<file path="src/assert_macros.svh">
// Assertion macros shared by the SWD bit sequencer RTL.
// Depends on nothing; included by files that carry concurrent checks.
`ifndef ASSERT_MACROS_SVH
`define ASSERT_MACROS_SVH

// Plain property, checked on every rising clock edge outside reset.
`define SWDBS_ASSERT(lbl, clk, rst_n, prop) \
  lbl: assert property (@(posedge clk) disable iff (!rst_n) (prop)) \
    else $error("swdbs assertion failed");

// Same-cycle implication.
`define SWDBS_ASSERT_IMP(lbl, clk, rst_n, ante, cons) \
  lbl: assert property (@(posedge clk) disable iff (!rst_n) (ante) |-> (cons)) \
    else $error("swdbs implication failed");

// Next-cycle implication.
`define SWDBS_ASSERT_NXT(lbl, clk, rst_n, ante, cons) \
  lbl: assert property (@(posedge clk) disable iff (!rst_n) (ante) |=> (cons)) \
    else $error("swdbs next-cycle implication failed");

`endif

</file>
<file path="src/swdbs_pkg.sv">
// Package for the SWD bit sequencer: command codes, widths, control types.
// Depends on nothing; used by the interfaces, controller, datapath and top.
`timescale 1ns / 1ps

package swdbs_pkg;

  localparam int unsigned DATA_W           = 32;
  localparam int unsigned CMD_W            = 3;
  localparam int unsigned COUNT_W          = 6;
  localparam int unsigned LEVELS_W         = 33;
  localparam int unsigned RESET_CYCLES_DEF = 50;
  localparam int unsigned MAX_BITS_DEF     = 32;

  // Command codes
  localparam logic [CMD_W-1:0] CMD_WRITE     = 3'd0;
  localparam logic [CMD_W-1:0] CMD_WRITE_PAR = 3'd1;
  localparam logic [CMD_W-1:0] CMD_READ      = 3'd2;
  localparam logic [CMD_W-1:0] CMD_READ_PAR  = 3'd3;
  localparam logic [CMD_W-1:0] CMD_LINE_RST  = 3'd4;

  // Line direction codes
  localparam logic DIR_OUT = 1'b0;
  localparam logic DIR_IN  = 1'b1;

  // What kind of SWCLK cycle the datapath puts into the output register
  typedef enum logic [2:0] {
    OUT_TURN  = 3'd0,
    OUT_WDATA = 3'd1,
    OUT_WPAR  = 3'd2,
    OUT_RDATA = 3'd3,
    OUT_RPAR  = 3'd4,
    OUT_LRST  = 3'd5
  } out_sel_e;

  typedef struct packed {
    logic     load;     // capture a new command word
    logic     emit;     // write one cycle into the output register
    logic     advance;  // shift data and count down
    logic     set_dir;  // update the stored line direction
    logic     dir_val;
    out_sel_e sel;
    logic     last;
  } ctl_cmd_t;

  typedef struct packed {
    logic dir;          // stored line direction
    logic cnt_zero;     // cycle counter is zero
    logic cnt_one;      // cycle counter is one
    logic in_cnt_zero;  // incoming word asks for no data bits
    logic out_free;     // output register can take a cycle now
  } dp_status_t;

endpackage

</file>
<file path="src/swdbs_if.sv">
// Valid/ready channels of the SWD bit sequencer: command words in, cycle words out.
// Depends on swdbs_pkg.
`timescale 1ns / 1ps

interface swdbs_cmd_if
  import swdbs_pkg::*;
  ();
  logic                valid;
  logic                ready;
  logic [CMD_W-1:0]    command;
  logic [DATA_W-1:0]   write_bits;
  logic [COUNT_W-1:0]  bit_count;
  logic [LEVELS_W-1:0] read_levels;

  modport source (output valid, command, write_bits, bit_count, read_levels,
                  input ready);
  modport sink (input valid, command, write_bits, bit_count, read_levels,
                output ready);
endinterface

interface swdbs_res_if
  import swdbs_pkg::*;
  ();
  logic              valid;
  logic              ready;
  logic              swdio_level;
  logic              swdio_drive;
  logic [DATA_W-1:0] read_data;
  logic              parity_error;
  logic              last;

  modport source (output valid, swdio_level, swdio_drive, read_data, parity_error,
                  last, input ready);
  modport sink (input valid, swdio_level, swdio_drive, read_data, parity_error,
                last, output ready);
endinterface

</file>
<file path="src/swd_bit_sequencer_core.sv">
// Top level of the SWD bit sequencer: command channel in, one word per SWCLK
// cycle out. Depends on swdbs_pkg, swdbs_if, swdbs_ctrl and swdbs_datapath.
`timescale 1ns / 1ps

// Usage
//   cmd_i carries one command word: command (write, write with parity, read,
//   read with parity, line reset), write_bits, bit_count and read_levels.
//   res_o carries one word per SWCLK cycle: swdio_level, swdio_drive,
//   read_data, parity_error and last, which marks the final cycle of a command.
// Timing
//   A command is taken only while the sequencer is idle. Its first cycle word
//   is written into the output register from the phase state that follows
//   acceptance, once the register has room; then one word follows per clock
//   while res_o is not stalled. A command's words are an optional turnaround,
//   bit_count data cycles (at most MAX_BITS) and an optional parity cycle, or
//   an optional turnaround and RESET_CYCLES cycles for a line reset.
//   The phase controller sets the rate, one SWCLK cycle per clock unless stalled.
// Reset
//   Asynchronous reset drops any pending word, returns to idle and sets the
//   line direction to host-driven.
// Stall
//   While res_o.ready is low the output register holds its word and the
//   sequencer holds its phase; no word is lost or repeated.
//   Unknown command codes are dropped without output.

module swd_bit_sequencer_core
  import swdbs_pkg::*;
#(
  parameter int unsigned RESET_CYCLES = RESET_CYCLES_DEF,
  parameter int unsigned MAX_BITS     = MAX_BITS_DEF
) (
  input  logic         clk_i,
  input  logic         rst_ni,
  swdbs_cmd_if.sink    cmd_i,
  swdbs_res_if.source  res_o
);

  ctl_cmd_t   ctl;
  dp_status_t status;

  // Phase controller: decides which kind of SWCLK cycle comes next
  swdbs_ctrl u_ctrl (
    .clk_i      (clk_i),
    .rst_ni     (rst_ni),
    .in_valid_i (cmd_i.valid),
    .command_i  (cmd_i.command),
    .status_i   (status),
    .in_ready_o (cmd_i.ready),
    .ctl_o      (ctl)
  );

  // Datapath: captures the word, shifts bits out, holds the output register
  swdbs_datapath #(
    .RESET_CYCLES (RESET_CYCLES),
    .MAX_BITS     (MAX_BITS)
  ) u_datapath (
    .clk_i          (clk_i),
    .rst_ni         (rst_ni),
    .ctl_i          (ctl),
    .command_i      (cmd_i.command),
    .write_bits_i   (cmd_i.write_bits),
    .bit_count_i    (cmd_i.bit_count),
    .read_levels_i  (cmd_i.read_levels),
    .out_ready_i    (res_o.ready),
    .status_o       (status),
    .out_valid_o    (res_o.valid),
    .swdio_level_o  (res_o.swdio_level),
    .swdio_drive_o  (res_o.swdio_drive),
    .read_data_o    (res_o.read_data),
    .parity_error_o (res_o.parity_error),
    .last_o         (res_o.last)
  );

endmodule

</file>
<file path="src/swdbs_datapath.sv">
// Datapath of the SWD bit sequencer: shift register, cycle counter, parity,
// line direction and the output register. Depends on swdbs_pkg and assert_macros.svh.
`timescale 1ns / 1ps
`include "assert_macros.svh"

module swdbs_datapath
  import swdbs_pkg::*;
#(
  parameter int unsigned RESET_CYCLES = RESET_CYCLES_DEF,
  parameter int unsigned MAX_BITS     = MAX_BITS_DEF
) (
  input  logic                clk_i,
  input  logic                rst_ni,
  input  ctl_cmd_t            ctl_i,
  input  logic [CMD_W-1:0]    command_i,
  input  logic [DATA_W-1:0]   write_bits_i,
  input  logic [COUNT_W-1:0]  bit_count_i,
  input  logic [LEVELS_W-1:0] read_levels_i,
  input  logic                out_ready_i,
  output dp_status_t          status_o,
  output logic                out_valid_o,
  output logic                swdio_level_o,
  output logic                swdio_drive_o,
  output logic [DATA_W-1:0]   read_data_o,
  output logic                parity_error_o,
  output logic                last_o
);

  localparam int unsigned CNT_MAX = (RESET_CYCLES > MAX_BITS) ? RESET_CYCLES : MAX_BITS;
  localparam int unsigned CNT_W   = $clog2(CNT_MAX + 1);

  logic [COUNT_W-1:0] cnt_sat;
  logic [DATA_W-1:0]  mask;
  logic [DATA_W-1:0]  rd_masked;
  logic               is_read;
  logic               par_in;

  logic [DATA_W-1:0]  shift_q;
  logic [DATA_W-1:0]  rdata_q;
  logic               par_q;
  logic [CNT_W-1:0]   cnt_q, cnt_d;
  logic               dir_q;

  logic               out_valid_q, out_valid_d;
  logic               level_q, level_d;
  logic               drive_q, drive_d;
  logic [DATA_W-1:0]  data_q, data_d;
  logic               perr_q, perr_d;
  logic               last_q;

  // Saturate the count and mask off unused bits
  assign cnt_sat   = (bit_count_i > COUNT_W'(MAX_BITS)) ? COUNT_W'(MAX_BITS) : bit_count_i;
  assign mask      = (cnt_sat >= COUNT_W'(DATA_W)) ? '1
                   : ((DATA_W'(1) << cnt_sat) - DATA_W'(1));
  assign rd_masked = read_levels_i[DATA_W-1:0] & mask;
  assign is_read   = (command_i == CMD_READ) || (command_i == CMD_READ_PAR);
  assign par_in    = is_read ? ((^rd_masked) ^ read_levels_i[DATA_W])
                             : (^(write_bits_i & mask));

  always_comb begin
    cnt_d = cnt_q;
    if (ctl_i.load) begin
      cnt_d = (command_i == CMD_LINE_RST) ? CNT_W'(RESET_CYCLES) : CNT_W'(cnt_sat);
    end else if (ctl_i.advance) begin
      cnt_d = cnt_q - CNT_W'(1);
    end
  end

  always_ff @(posedge clk_i) begin
    if (ctl_i.load) begin
      shift_q <= write_bits_i;
      rdata_q <= rd_masked;
      par_q   <= par_in;
    end else if (ctl_i.advance) begin
      shift_q <= shift_q >> 1;
    end
  end

  always_ff @(posedge clk_i or negedge rst_ni) begin
    if (!rst_ni) begin
      cnt_q <= '0;
      dir_q <= DIR_OUT;
    end else begin
      cnt_q <= cnt_d;
      if (ctl_i.set_dir) begin
        dir_q <= ctl_i.dir_val;
      end
    end
  end

  // Build the cycle word for the selected kind of cycle
  always_comb begin
    level_d = 1'b0;
    drive_d = 1'b0;
    data_d  = '0;
    perr_d  = 1'b0;
    case (ctl_i.sel)
      OUT_TURN: begin
      end
      OUT_WDATA: begin
        level_d = shift_q[0];
        drive_d = 1'b1;
      end
      OUT_WPAR: begin
        level_d = par_q;
        drive_d = 1'b1;
      end
      OUT_RDATA: begin
        data_d = ctl_i.last ? rdata_q : '0;
      end
      OUT_RPAR: begin
        data_d = rdata_q;
        perr_d = par_q;
      end
      OUT_LRST: begin
        level_d = 1'b1;
        drive_d = 1'b1;
      end
      default: begin
      end
    endcase
  end

  assign out_valid_d = ctl_i.emit ? 1'b1 : (out_ready_i ? 1'b0 : out_valid_q);

  always_ff @(posedge clk_i or negedge rst_ni) begin
    if (!rst_ni) begin
      out_valid_q <= 1'b0;
    end else begin
      out_valid_q <= out_valid_d;
    end
  end

  always_ff @(posedge clk_i) begin
    if (ctl_i.emit) begin
      level_q <= level_d;
      drive_q <= drive_d;
      data_q  <= data_d;
      perr_q  <= perr_d;
      last_q  <= ctl_i.last;
    end
  end

  assign status_o.dir         = dir_q;
  assign status_o.cnt_zero    = (cnt_q == '0);
  assign status_o.cnt_one     = (cnt_q == CNT_W'(1));
  assign status_o.in_cnt_zero = (cnt_sat == '0);
  assign status_o.out_free    = !out_valid_q || out_ready_i;

  assign out_valid_o    = out_valid_q;
  assign swdio_level_o  = level_q;
  assign swdio_drive_o  = drive_q;
  assign read_data_o    = data_q;
  assign parity_error_o = perr_q;
  assign last_o         = last_q;

  `SWDBS_ASSERT_IMP(a_level_needs_drive, clk_i, rst_ni, out_valid_q && !drive_q, !level_q)
  `SWDBS_ASSERT_IMP(a_data_only_on_last, clk_i, rst_ni, out_valid_q && !last_q,
                    (data_q == '0) && !perr_q)
  `SWDBS_ASSERT_IMP(a_no_overwrite, clk_i, rst_ni, ctl_i.emit, !out_valid_q || out_ready_i)

endmodule

</file>
<file path="src/swdbs_ctrl.sv">
// Controller of the SWD bit sequencer: walks turnaround, data, parity and
// line reset phases. Depends on swdbs_pkg and assert_macros.svh.
`timescale 1ns / 1ps
`include "assert_macros.svh"

module swdbs_ctrl
  import swdbs_pkg::*;
(
  input  logic             clk_i,
  input  logic             rst_ni,
  input  logic             in_valid_i,
  input  logic [CMD_W-1:0] command_i,
  input  dp_status_t       status_i,
  output logic             in_ready_o,
  output ctl_cmd_t         ctl_o
);

  typedef enum logic [4:0] {
    ST_IDLE = 5'b00001,
    ST_TURN = 5'b00010,
    ST_DATA = 5'b00100,
    ST_PAR  = 5'b01000,
    ST_LRST = 5'b10000
  } state_e;

  state_e           state_q, state_d;
  logic [CMD_W-1:0] cmd_q, cmd_d;

  function automatic logic has_parity(input logic [CMD_W-1:0] c);
    has_parity = (c == CMD_WRITE_PAR) || (c == CMD_READ_PAR);
  endfunction

  function automatic logic is_read_cmd(input logic [CMD_W-1:0] c);
    is_read_cmd = (c == CMD_READ) || (c == CMD_READ_PAR);
  endfunction

  // First phase after any turnaround; idle when no cycle remains
  function automatic state_e phase_after(input logic [CMD_W-1:0] c, input logic zero);
    state_e s;
    if (c == CMD_LINE_RST) begin
      s = ST_LRST;
    end else if (!zero) begin
      s = ST_DATA;
    end else if (has_parity(c)) begin
      s = ST_PAR;
    end else begin
      s = ST_IDLE;
    end
    return s;
  endfunction

  logic cmd_known;
  logic need_dir;

  assign cmd_known  = (command_i <= CMD_LINE_RST);
  assign need_dir   = is_read_cmd(command_i) ? DIR_IN : DIR_OUT;
  assign in_ready_o = (state_q == ST_IDLE);

  always_comb begin
    state_d = state_q;
    cmd_d   = cmd_q;
    ctl_o   = '{load: 1'b0, emit: 1'b0, advance: 1'b0, set_dir: 1'b0,
                dir_val: DIR_OUT, sel: OUT_TURN, last: 1'b0};
    case (state_q)
      ST_IDLE: begin
        // Drop unknown codes without a trace
        if (in_valid_i && cmd_known) begin
          ctl_o.load = 1'b1;
          cmd_d      = command_i;
          if (status_i.dir != need_dir) begin
            ctl_o.set_dir = 1'b1;
            ctl_o.dir_val = need_dir;
            state_d       = ST_TURN;
          end else begin
            state_d = phase_after(command_i, status_i.in_cnt_zero);
          end
        end
      end
      ST_TURN: begin
        if (status_i.out_free) begin
          ctl_o.emit = 1'b1;
          ctl_o.sel  = OUT_TURN;
          state_d    = phase_after(cmd_q, status_i.cnt_zero);
          ctl_o.last = (phase_after(cmd_q, status_i.cnt_zero) == ST_IDLE);
        end
      end
      ST_DATA: begin
        if (status_i.out_free) begin
          ctl_o.emit    = 1'b1;
          ctl_o.advance = 1'b1;
          ctl_o.sel     = is_read_cmd(cmd_q) ? OUT_RDATA : OUT_WDATA;
          ctl_o.last    = status_i.cnt_one && !has_parity(cmd_q);
          if (status_i.cnt_one) begin
            state_d = has_parity(cmd_q) ? ST_PAR : ST_IDLE;
          end
        end
      end
      ST_PAR: begin
        if (status_i.out_free) begin
          ctl_o.emit = 1'b1;
          ctl_o.sel  = is_read_cmd(cmd_q) ? OUT_RPAR : OUT_WPAR;
          ctl_o.last = 1'b1;
          state_d    = ST_IDLE;
        end
      end
      ST_LRST: begin
        if (status_i.out_free) begin
          ctl_o.emit    = 1'b1;
          ctl_o.advance = 1'b1;
          ctl_o.sel     = OUT_LRST;
          ctl_o.last    = status_i.cnt_one;
          if (status_i.cnt_one) begin
            state_d = ST_IDLE;
          end
        end
      end
      default: begin
        state_d = ST_IDLE;
      end
    endcase
  end

  always_ff @(posedge clk_i or negedge rst_ni) begin
    if (!rst_ni) begin
      state_q <= ST_IDLE;
      cmd_q   <= CMD_WRITE;
    end else begin
      state_q <= state_d;
      cmd_q   <= cmd_d;
    end
  end

  `SWDBS_ASSERT_IMP(a_emit_needs_room, clk_i, rst_ni, ctl_o.emit, status_i.out_free)
  `SWDBS_ASSERT_NXT(a_last_returns_idle, clk_i, rst_ni, ctl_o.emit && ctl_o.last,
                    state_q == ST_IDLE)
  `SWDBS_ASSERT_NXT(a_turn_flips_dir, clk_i, rst_ni, ctl_o.load && ctl_o.set_dir,
                    (state_q == ST_TURN) && (status_i.dir != $past(status_i.dir)))

endmodule
</file>
<file path="src/flat_wrapper.sv">
// flat-port wrapper written by rule: the top's interface ports become plain ports
module swd_bit_sequencer_core_flat import swdbs_pkg::*;
#(
  parameter int unsigned RESET_CYCLES = RESET_CYCLES_DEF,
  parameter int unsigned MAX_BITS     = MAX_BITS_DEF
)
  (clk_i, rst_ni, cmd_i_valid, cmd_i_command, cmd_i_write_bits, cmd_i_bit_count, cmd_i_read_levels, cmd_i_ready, res_o_valid, res_o_swdio_level, res_o_swdio_drive, res_o_read_data, res_o_parity_error, res_o_last, res_o_ready);
  swdbs_cmd_if cmd_i_i ();
  swdbs_res_if res_o_i ();
  input  logic clk_i;
  input  logic rst_ni;
  input wire logic [$bits(cmd_i_i.valid)-1:0] cmd_i_valid;
  input wire logic [$bits(cmd_i_i.command)-1:0] cmd_i_command;
  input wire logic [$bits(cmd_i_i.write_bits)-1:0] cmd_i_write_bits;
  input wire logic [$bits(cmd_i_i.bit_count)-1:0] cmd_i_bit_count;
  input wire logic [$bits(cmd_i_i.read_levels)-1:0] cmd_i_read_levels;
  output wire logic [$bits(cmd_i_i.ready)-1:0] cmd_i_ready;
  output wire logic [$bits(res_o_i.valid)-1:0] res_o_valid;
  output wire logic [$bits(res_o_i.swdio_level)-1:0] res_o_swdio_level;
  output wire logic [$bits(res_o_i.swdio_drive)-1:0] res_o_swdio_drive;
  output wire logic [$bits(res_o_i.read_data)-1:0] res_o_read_data;
  output wire logic [$bits(res_o_i.parity_error)-1:0] res_o_parity_error;
  output wire logic [$bits(res_o_i.last)-1:0] res_o_last;
  input wire logic [$bits(res_o_i.ready)-1:0] res_o_ready;
  assign cmd_i_i.valid = cmd_i_valid;
  assign cmd_i_i.command = cmd_i_command;
  assign cmd_i_i.write_bits = cmd_i_write_bits;
  assign cmd_i_i.bit_count = cmd_i_bit_count;
  assign cmd_i_i.read_levels = cmd_i_read_levels;
  assign cmd_i_ready = cmd_i_i.ready;
  assign res_o_valid = res_o_i.valid;
  assign res_o_swdio_level = res_o_i.swdio_level;
  assign res_o_swdio_drive = res_o_i.swdio_drive;
  assign res_o_read_data = res_o_i.read_data;
  assign res_o_parity_error = res_o_i.parity_error;
  assign res_o_last = res_o_i.last;
  assign res_o_i.ready = res_o_ready;
  swd_bit_sequencer_core #(.RESET_CYCLES(RESET_CYCLES), .MAX_BITS(MAX_BITS)) u_core (.clk_i(clk_i), .rst_ni(rst_ni), .cmd_i(cmd_i_i), .res_o(res_o_i));
endmodule
</file>
<file path="config.mk">
export PLATFORM = sky130hd
export DESIGN_NAME = swd_bit_sequencer_core_flat
export DESIGN_NICKNAME = d
export VERILOG_FILES = /design/src/swdbs_pkg.sv /design/src/swdbs_if.sv /design/src/swd_bit_sequencer_core.sv /design/src/swdbs_datapath.sv /design/src/swdbs_ctrl.sv /design/src/flat_wrapper.sv
export VERILOG_INCLUDE_DIRS = /design/src /design/src/src
export SDC_FILE = /design/constraint.sdc
export NUM_CORES = 1
export LEC_CHECK = 0
export BUFFER_PORTS_ARGS = -buffer_cell sky130_fd_sc_hd__buf_2
export CAP_MARGIN = 15
export CORE_MARGIN = 5
export CORE_UTILIZATION = 25
export CTS_CLUSTER_DIAMETER = 30
export DETAILED_ROUTE_END_ITERATION = 10
export PLACE_DENSITY = 0.52
export SYNTH_ARGS = -nofsm -noshare
export SYNTH_HDL_FRONTEND = slang
export SYNTH_HIERARCHICAL = 1
export SYNTH_SLANG_ARGS = --single-unit
</file>
<file path="constraint.sdc">
create_clock -name clk_i -period 12.8 [get_ports clk_i]
set_input_delay 0.64 -clock clk_i [delete_from_list [all_inputs] [get_ports clk_i]]
set_output_delay 0.64 -clock clk_i [all_outputs]
set_load 0.005 [all_outputs]
</file>
Yosys cells after proc, flatten, opt, wreduce, memory -nomap -nowiden. Cells that the tools add are included.

Register bits: 117. Logic and storage cells: 117.

Add/sub/neg operators: 2. Order comparisons: 3. Equal/unequal tests: 28. Shifts and indexed selects: 1. Multiplexer cells: 47. Bitwise logic cells: 3. Reduce and logical (&&, ||, !) cells: 20.

Operators by type and width (number): 32-bit 2-to-1 mux (4); 32-bit AND (2); 32-bit one-hot mux with 2 select lines (1); 32-bit parity (2); 5-bit 2-to-1 mux (12); 1-bit by 6-bit << shifter with 32-bit output (first input constant) (1); 32-bit by 1-bit subtractor with 32-bit output (second input constant) (1); 5-bit one-hot mux with 5 select lines (1); 6-bit 2-to-1 mux (4); 4-bit 2-to-1 mux (5); 3-bit by 2-bit == test with 1-bit output (second input constant) (6); 4-bit one-hot mux with 4 select lines (1); 3-bit == test (second input constant) (4); 6-bit logical NOT (2); 5-bit by 1-bit == test with 1-bit output (second input constant) (2); 1-bit 2-to-1 mux (10); 2-bit 2-to-1 mux (5); 2-bit by 1-bit inequality test with 1-bit output (second input constant) (5); 3-bit by 1-bit == test with 1-bit output (second input constant) (3); 7-bit AND reduction (1); 6-bit by 1-bit == test with 1-bit output (second input constant) (1); 6-bit >= comparator (second input constant) (1); 6-bit greater-than comparator (second input constant) (1); 3-bit 2-to-1 mux (2); 18 further kinds (27).

Logic depth before layout (Yosys ltp). Gate-level depths: netlist of run 1.

Word-level depth: 13. Gate-level depth with buffers: 16. Gate-level depth less buffers: 12.

Hierarchy. The synthesis of run 1 kept the hierarchy.

Modules (own cells, without submodules): swdbs_datapath (instances 1, cells an instance 495, area an instance 6145.9 µm², seq. area each 3233.1 µm²); swdbs_ctrl (instances 1, cells an instance 91, area an instance 790.8 µm², seq. area each 201.4 µm²).

Worst setup path after synthesis of run 1. OpenSTA, ideal clock, no wires.

Path type: flip-flop to flip-flop. From: register u_core.u_ctrl.state_q[4]. To: register u_core.u_datapath.last_q (netlist: u_core/u_datapath/last_o) (enable). Arrival time: 3.673 ns. Path slack: 8.651 ns. Stages on the path, launching flop included: 5. Buffers on the path: 1. Period minus slack after synthesis: 4.149 ns. Cell sequence: dfrtp_1 > buf_6 > or4b_1 > o211a_2 > nor3_1.

RTL lines: start: declaration (line swdbs_ctrl.sv:26) `state_e state_q, state_d;`; start signal: assignment (line swdbs_ctrl.sv:128) `state_q <= state_d;`; end signal: assignment (line swdbs_datapath.sv:140) `last_q <= ctl_i.last;`; end: declaration (line swdbs_datapath.sv:49) `logic last_q;`.

Final worst setup path of run 1.
From: input port cmd_i_bit_count[2]. To: register u_core.u_datapath.par_q (data pin).

Word-level cells in the longest chain between the ends: 9.

Ends and longest elaborated chain: start: declaration (line flat_wrapper.sv:15) `input wire logic [$bits(cmd_i_i.bit_count)-1:0] cmd_i_bit_count;`; 6-bit greater-than comparator (line swdbs_datapath.sv:52) `assign cnt_sat = (bit_count_i > COUNT_W'(MAX_BITS)) ? COUNT_W'(MAX_BITS) : bit_count_i;`; 6-bit 2-to-1 mux * (line swdbs_datapath.sv:52); 1-bit by 6-bit << shifter with 32-bit output (line swdbs_datapath.sv:54) `: ((DATA_W'(1) << cnt_sat) - DATA_W'(1));`; 32-bit by 1-bit subtractor with 32-bit output (line swdbs_datapath.sv:54); 32-bit 2-to-1 mux * (line swdbs_datapath.sv:53) `assign mask = (cnt_sat >= COUNT_W'(DATA_W)) ? '1`; 32-bit AND * (line swdbs_datapath.sv:55) `assign rd_masked = read_levels_i[DATA_W-1:0] & mask;`; named net u_core.u_datapath.rd_masked[10] (line swdbs_datapath.sv:34) `logic [DATA_W-1:0] rd_masked;`; 32-bit parity * (line swdbs_datapath.sv:57) `assign par_in = is_read ? ((^rd_masked) ^ read_levels_i[DATA_W])`; 1-bit XOR * (line swdbs_datapath.sv:57); 1-bit 2-to-1 mux * (line swdbs_datapath.sv:57); named net u_core.u_datapath.par_in (line swdbs_datapath.sv:36) `logic par_in;`; end signal: assignment (line swdbs_datapath.sv:73) `par_q <= par_in;`; end: declaration (line swdbs_datapath.sv:40) `logic par_q;`.

Mark *: on every way through the listed nets, which the timed path passes. The rest lies on a longest branch. A chain may end at the register's enable or synchronous reset.

==> impl_metrics.ini, run 1 <==
[synthesis]
syn_inst = 586
synth-main-ff-cell = edfxtp_1
syn_area_per_cell_um2 = 11.84
synthesis.nets = 669
ys_seq_area_share_pct = 49.51
ys_types = 83
synth_edf_count = 101
ys_async_sr_fraction_pct = 13.68
synth_area_mm2 = 0.006937
ys_top_cells_by_area = edfxtp_1, dfrtp_1, mux2_2, xnor3_1, and2_1
synth_seq_cells = 117
synth.top_cell.area_share_pct = 43.72
synth.largest_area_cell = edfxtp_1
yosysWarnings = 6

[drt]
wl_mm = 19.85
drc_errors = 0
vias = 4934
drt_pass1_iterations = 4
viasPerCell = 4.577
drtAntennaViolNets = 0
wl_per_cell_um = 18.41
drtIter0Drc = 470

[setup_path]
worstSetupPathType = primary input to flip-flop
cp-end-kind = flip-flop
cp-startpoint = cmd_i_bit_count[2]
cp-start-kind = primary input
arrival_ns = 4.65
reg2reg_slack_ns = 9.28
worstSetupEndpoint = u_core/u_datapath/par_q
timing.rr.end = u_core/u_datapath/cnt_q[5]
worstPathRequired_ns = 13.05
r2r_cells = 11
critPathMaxFanout = 36
r2r-start = u_core/u_ctrl/state_q[1]

[clocking]
cts-buffers-inserted = 17
holdBufCountCts = 0
clkSlewWorstSetupHoldPaths_ns = 0.06
root_buffer = clkbuf_16
clockBufferDepth = 2
cts.sinks = 117
cts_htree_levels = 4
cts_tree = built
cts.repair.resized = 0
postCtsSetupBuffers = 0
insertion_delay_ns = 0.41

[die]
core_mm2 = 0.02755
start_util_pct = 25.18
die_area_mm2 = 0.03118
ios = 116
die_h_um = 176.6
fp.dieW_um = 176.6
row_count = 61

[sta]
skew_ns = 0.007709
fmax_mhz = 227.2
worst_pin_slew_ns = 0.9942
grt_setup_unrepaired = false
final.setup.tns_ns = 0
finalSetupViolCount = 0
finalCritPeriodShare_pct = 34.39
finalCriticalPeriod_ns = 4.402
slew_violations = 0
slew_headroom_pct = 33.72
hold_viol = 0

[power]
leakage_nw = 3.052
vdd_ir_drop_max_v = 0.00008059
power_mw = 1.414
power_density_mw_per_mm2 = 169.9

[layout]
num_antenna_cells = 0
area_growth_pct = 20.00
drive_above_1_share_pct = 29.29
finalInstanceArea_mm2 = 0.008324
nets = 770
finish.utilization_pct = 30.21

[global_route]
grt_max_degree = 76
grt_pass1_wl_mm = 29.84
overflow = 0
grt_use_total_pct = 12.75
antenna_found_initial = 1
grt_pass1_vias = 4794

[placement]
portBuffers = 115
postPlaceCellArea_mm2 = 0.007781
dp_hpwl_mm = 14.90
gp_congestion = 0.8868

[run]
drv_cap = 0

[status]
run_status = complete, no violations

[min_path]
hold_path.class = primary input to asynchronous set/reset pin
==> per-stage QoR <==
step	cells	hold slack [ns]	setup slack, ns
after detailed placement	1046	0.4841	8.059
final	1078	0.1578	8.398
after CTS	1078	0.1542	8.475
after global placement	1046	0.4715	8.136
after global routing	1078	0.1741	8.177
after floorplan	586	0.3444	8.651
==> cells in the final DEF, fill, tap and decap left out, types with 4 or more instances in the layout <==
cell	Yosys	layout
nor2b_1	12	12
or2_2	4	4
or3_1	6	6
inv_1	16	15
xnor3_1	14	14
and3_1	7	7
nand2b_1	16	16
mux2i_1	6	6
mux2_2	32	32
a21boi_0	6	6
dfrtp_1	15	15
xnor2_1	22	22
o21a_1	11	11
o21ai_0	17	17
nor2_1	36	36
edfxtp_1	101	101
nor3b_1	8	8
xor2_1	8	8
nand2_1	20	20
nand3_1	7	7
o22ai_1	7	6
and2_1	47	47
clkbuf_16	0	17
a31oi_1	8	8
buf_2	13	115
o211ai_1	6	6
nand3b_1	6	6
a21oi_1	24	24
ha_1	5	5
o21ai_1	6	6
==> flip-flops by register name, indices dropped and copies added (netlist names) <==
name,cells
u_core/u_datapath/shift_q,32
u_core/u_datapath/dir_q,1
u_core/u_datapath/swdio_level_o,1
u_core/u_datapath/out_valid_o,1
u_core/u_datapath/swdio_drive_o,1
u_core/u_datapath/par_q,1
u_core/u_datapath/cnt_q,6
u_core/u_datapath/rdata_q,32
u_core/u_datapath/read_data_o,32
u_core/u_datapath/parity_error_o,1
u_core/u_datapath/last_o,1
u_core/u_ctrl/state_q,5
u_core/u_ctrl/cmd_q,3
==> power by group <==
group          switching (mW)  total [mW]  internal [mW]
sequential             0.0435       0.585          0.541
combinational           0.207       0.387          0.180
clock                   0.175       0.442          0.266
total                   0.426        1.41          0.988
==> area by class of cell <==
cell class	instances	area, um2
clock inverters	12	106.4
repair buffers	118	598.1
clock buffers	20	436.7
flip-flops and latches	117	3435
fillers	2843	19230
well taps	378	473.0
inverters	17	63.81
multi-input cells	416	3212
==> cell families after synthesis <==
| logic type | synth area share (%) |
|---|---|
| buf+inv | 4.347 |
| compound gates | 12.25 |
| mux | 6.548 |
| fa+ha+maj | 0.9019 |
| xor+xnor | 8.568 |
| simple gates | 17.88 |
| flops | 49.51 |
==> worst min path at each step <==
stage | from | endpoint | slack [ns] | cells after the start
after global placement | u_core/u_datapath/cnt_q[5] | u_core/u_datapath/cnt_q[5] | 0.47 | 2
after floorplan | rst_ni | u_core/u_ctrl/cmd_q[0] | 0.34 | 0
after CTS | rst_ni | u_core/u_datapath/cnt_q[2] | 0.15 | 1
after detailed placement | u_core/u_datapath/cnt_q[5] | u_core/u_datapath/cnt_q[5] | 0.48 | 2
after global routing | rst_ni | u_core/u_datapath/cnt_q[2] | 0.17 | 1
final | rst_ni | u_core/u_ctrl/cmd_q[1] | 0.16 | 1
==> cell usage after synthesis, types with 3 or more instances <==
| cell | number |
|---|---|
| o32ai_1 | 3 |
| or2_2 | 4 |
| mux2_1 | 3 |
| buf_6 | 10 |
| a31oi_1 | 8 |
| nor3_1 | 4 |
| nor2_1 | 36 |
| edfxtp_1 | 101 |
| xor2_1 | 8 |
| nand2b_1 | 16 |
| nor2b_1 | 12 |
| inv_1 | 16 |
| or4_1 | 3 |
| nand2_1 | 20 |
| nor3b_1 | 8 |
| clkbuf_1 | 9 |
| nor4b_1 | 3 |
| nor4_1 | 3 |
| a21oi_1 | 24 |
| nand3_1 | 7 |
| a21boi_0 | 6 |
| a211o_1 | 3 |
| and2_1 | 47 |
| mux2i_1 | 6 |
| and3_1 | 7 |
| xnor3_1 | 14 |
| o21a_1 | 11 |
| o21ai_0 | 17 |
| buf_4 | 3 |
| or3_1 | 6 |
| xnor2_1 | 22 |
| ha_1 | 5 |
| buf_2 | 13 |
| nand3b_1 | 6 |
| o211ai_1 | 6 |
| mux2_2 | 32 |
| dfrtp_1 | 15 |
| o22ai_1 | 7 |
| o21ai_1 | 6 |
==> routing by layer <==
| metal | wire, um | vias to the layer above | global-route usage [%] |
|---|---|---|---|
| met2 | 9143 | 155 | 19.61 |
| met1 | 9364 | 2367 | 17.84 |
| met4 | 299 | 2 | 3.933 |
| met3 | 1024 | 21 | 3.019 |
| met5 | 13 | - | 0 |
| li1 | - | 2389 | - |
==> critical path, cell delays in order <==
cell     delay [ns]
buf_2          0.31
nor4_4         0.49
and2_1         0.26
inv_1          0.09
ha_1           0.50
or4_1          0.59
a21oi_1        0.31
o31a_1         0.29
xnor3_1        0.39
xor2_1         0.16
xnor3_1        0.43
mux2i_1        0.17
Power figures use the tool's default switching activity.
==> run 2: changes to the inputs <==
--- a/config.mk
+++ b/config.mk
@@ -6,13 +6,14 @@
 export SDC_FILE = /design/constraint.sdc
 export NUM_CORES = 1
 export LEC_CHECK = 0
+export ABC_AREA = 1
 export BUFFER_PORTS_ARGS = -buffer_cell sky130_fd_sc_hd__buf_2
 export CAP_MARGIN = 15
 export CORE_MARGIN = 5
 export CORE_UTILIZATION = 25
 export CTS_CLUSTER_DIAMETER = 30
 export DETAILED_ROUTE_END_ITERATION = 10
-export PLACE_DENSITY = 0.52
+export PLACE_DENSITY = 0.51
 export SYNTH_ARGS = -nofsm -noshare
 export SYNTH_HDL_FRONTEND = slang
 export SYNTH_HIERARCHICAL = 1
==> constraint.sdc (replaced) <==
create_clock -name clk_i -period 4.4 [get_ports clk_i]
set_input_delay 0.22 -clock clk_i [delete_from_list [all_inputs] [get_ports clk_i]]
set_output_delay 0.22 -clock clk_i [all_outputs]
set_load 0.005 [all_outputs]
==> run 2 against run 1 <==
  * Sequential power increased to 3.0 times the previous value
  * Total power increased to 3.2 times the previous value
  * Sequential share of layout area decreased by 4.9 points
  * Wire length increased by 21%
  * Flip-flop and latch count unchanged
  * Via count increased by 44%
  * Synthesized cell count increased by 86%
  * Critical path depth increased by 14
  * Non-clock buffer count unchanged
  * Setup slack got worse by 7.2 ns
  * Final area increased by 13%
  * Critical path type unchanged
==> impl_metrics.ini, run 2 <==
[status]
run_status = complete, no violations

[sta]
finalCriticalPeriod_ns = 3.176
finalSetupViolCount = 0
finalCritPeriodShare_pct = 72.18
slew_headroom_pct = 30.66
setup_slack_ns = 1.224
grt_setup_unrepaired = false
slew_violations = 0
worst_pin_slew_ns = 1.038
skew_ns = 0.006935
fmax_mhz = 314.9
hold_viol = 0
final.setup.tns_ns = 0

[placement]
pre_cts_slack_ns = 0.7352
postPlaceCellArea_mm2 = 0.008822
dpl.cell_count = 1581
portBuffers = 115
gp_congestion = 0.9293
dp_hpwl_mm = 18.99

[setup_path]
cp_slowest_cell = ha_1
critPathMaxFanout = 16
path_buf_inv = 5
cp-startpoint = cmd_i_bit_count[5]
path_depth = 26
cp_top_family = simple AND/OR/NAND/NOR gates
arrival_ns = 3.35
worstPathRequired_ns = 4.58
cpMostUsedCell = nand2_1
slowest_delay_ns = 0.36
r2r_cells = 8
cp-end-kind = flip-flop
worstSetupPathType = primary input to flip-flop
cp-start-kind = primary input
r2r-start = u_core/u_ctrl/state_q[0]

[min_path]
hold_path.class = primary input to flip-flop
min_from = cmd_i_command[0]
holdPathStages = 3

[clocking]
cts-buffers-inserted = 17
insertion_delay_ns = 0.42
cts.repair.resized = 0
clockBufferDepth = 2
cts_tree = built
cts.sinks = 117
clkSlewWorstSetupHoldPaths_ns = 0.06
cts_htree_levels = 4
root_buffer = clkbuf_16

[synthesis]
synth.top_cell.area_share_pct = 38.70
ys_top_cells_by_area = edfxtp_1, nand2_1, inv_1, nand3_1, nor2_1
syn_area_per_cell_um2 = 7.204
ys_seq_area_share_pct = 43.82
synth.largest_area_cell = edfxtp_1
ys_async_sr_fraction_pct = 13.68
ys_top_cells_by_count = nand2_1, inv_1, nand3_1
synthesis.nets = 1171
synth-main-ff-cell = edfxtp_1
ys_types = 46
synth_area_mm2 = 0.007838
synth_edf_count = 101
yosys.cell_count.top_type = nand2_1
syn_inst = 1088
synth_seq_cells = 117
yosysWarnings = 6

[drt]
viasPerCell = 4.408
drt_pass1_iterations = 5
drtAntennaViolNets = 0
wl_mm = 23.95
drc_errors = 0
wl_per_cell_um = 14.84
vias = 7114
drtIter0Drc = 555

[global_route]
grt_pass1_wl_mm = 37.58
antenna_found_initial = 1
grt_max_degree = 55
overflow = 0
grt_pass1_vias = 6686
grt_use_total_pct = 13.69

[die]
start_util_pct = 25.49
die_h_um = 187.1
row_count = 64
core_mm2 = 0.03075
fp.dieW_um = 187.1
ios = 116
die_area_mm2 = 0.03499

[layout]
nets = 1288
seq_area_mm2 = 0.003435
final_cell_mix = nand2_1, inv_1, buf_2
finalInstanceArea_mm2 = 0.009435
area_growth_pct = 20.39
finish.utilization_pct = 30.68
num_antenna_cells = 0
mostFrequentLayoutCell = nand2_1
layoutNonFillerInstCount = 1614
drive_above_1_share_pct = 18.06
multi_input_area_mm2 = 0.003580
num-fill-cells = 3353

[power]
power_density_mw_per_mm2 = 484.5
leakage_nw = 5.043
vdd_ir_drop_max_v = 0.0002370

[run]
drv_cap = 0
[run 2: changes by cell type after synthesis, sizes merged, moves of 18 or more]
cell   before  now
xnor2      22    2
and2       47    0
mux2       35    1
nand2      21  384
nand4       2   23
nand3       8  128
inv        17  184
buf        27    9
nor2       36  139
[run 2: metrics by stage]
step                      hold WS, ns  power (mW)
after floorplan              -0.07559       2.718
after CTS                     0.05659       4.630
final                         0.07176       4.571
after global routing          0.07291       4.895
after detailed placement       0.1731       3.156
after global placement         0.1746       3.137
[run 2: area by class of cell]
type,count,area share (%)
clock buffers,17,4.509
flip-flops and latches,117,36.40
repair buffers,118,6.365
clock inverters,15,1.883
well taps,396,5.251
inverters,189,7.652
multi-input cells,762,37.94
[run 2: worst paths after layout]
path	endpoint	slack (ns)
setup / recovery	u_core/u_datapath/par_q	1.22
hold / removal	u_core/u_ctrl/cmd_q[0]	0.07
setup reg to reg	u_core/u_datapath/cnt_q[1]	1.44
hold reg to reg	u_core/u_datapath/dir_q	0.51
max in group asynchronous	u_core/u_ctrl/state_q[0]	3.82
min in group asynchronous	u_core/u_datapath/dir_q	0.26
[run 2: worst reg2reg max path, cell delays in order (launching register included)]
cell and delay, ns:
dfstp_2 0.54, nand2_1 0.13, nor2_8 0.17, inv_4 0.05, or2_1 0.36, clkinv_4 0.40, or2_2 0.86, o211ai_1 0.23
o21ai_0 0.14
[run 2: kinds of logic after synthesis]
group                    after synthesis  share of synthesized area (%)
AO/OA/AOI/OAI                         61                          4.566
XOR/XNOR                              10                          1.118
adder cells (fa/ha/maj)                5                         0.7982
buffers and inverters                209                          10.68
flip-flops                           117                          43.82
multiplexers                           1                         0.1437
AND/OR/NAND/NOR                      685                          38.87
[run 2: timing repair]
| action | 4_1_cts | 5_1_grt |
|---|---|---|
| setup buffers | 0 | 0 |
| hold buffers | 1 | 0 |
| hold endpoints to repair | 15 | 0 |
[run 2: report_power, final]
| group | leakage (nW) | switching (mW) | internal [mW] | total (mW) |
|---|---|---|---|---|
| logic | 3.61 | 0.951 | 0.435 | 1.39 |
| clock network | 0.287 | 0.552 | 0.894 | 1.45 |
| registers | 1.15 | 0.107 | 1.63 | 1.74 |
| total | 5.04 | 1.61 | 2.96 | 4.57 |
[run 2: routing by layer]
metal,track usage [%],share of wire (%),vias up
met5,0,0.054,-
met3,3.247,6.5,26
li1,-,-,3699
met1,20.10,50,3181
met4,4.664,2.2,2
met2,19.64,41,206
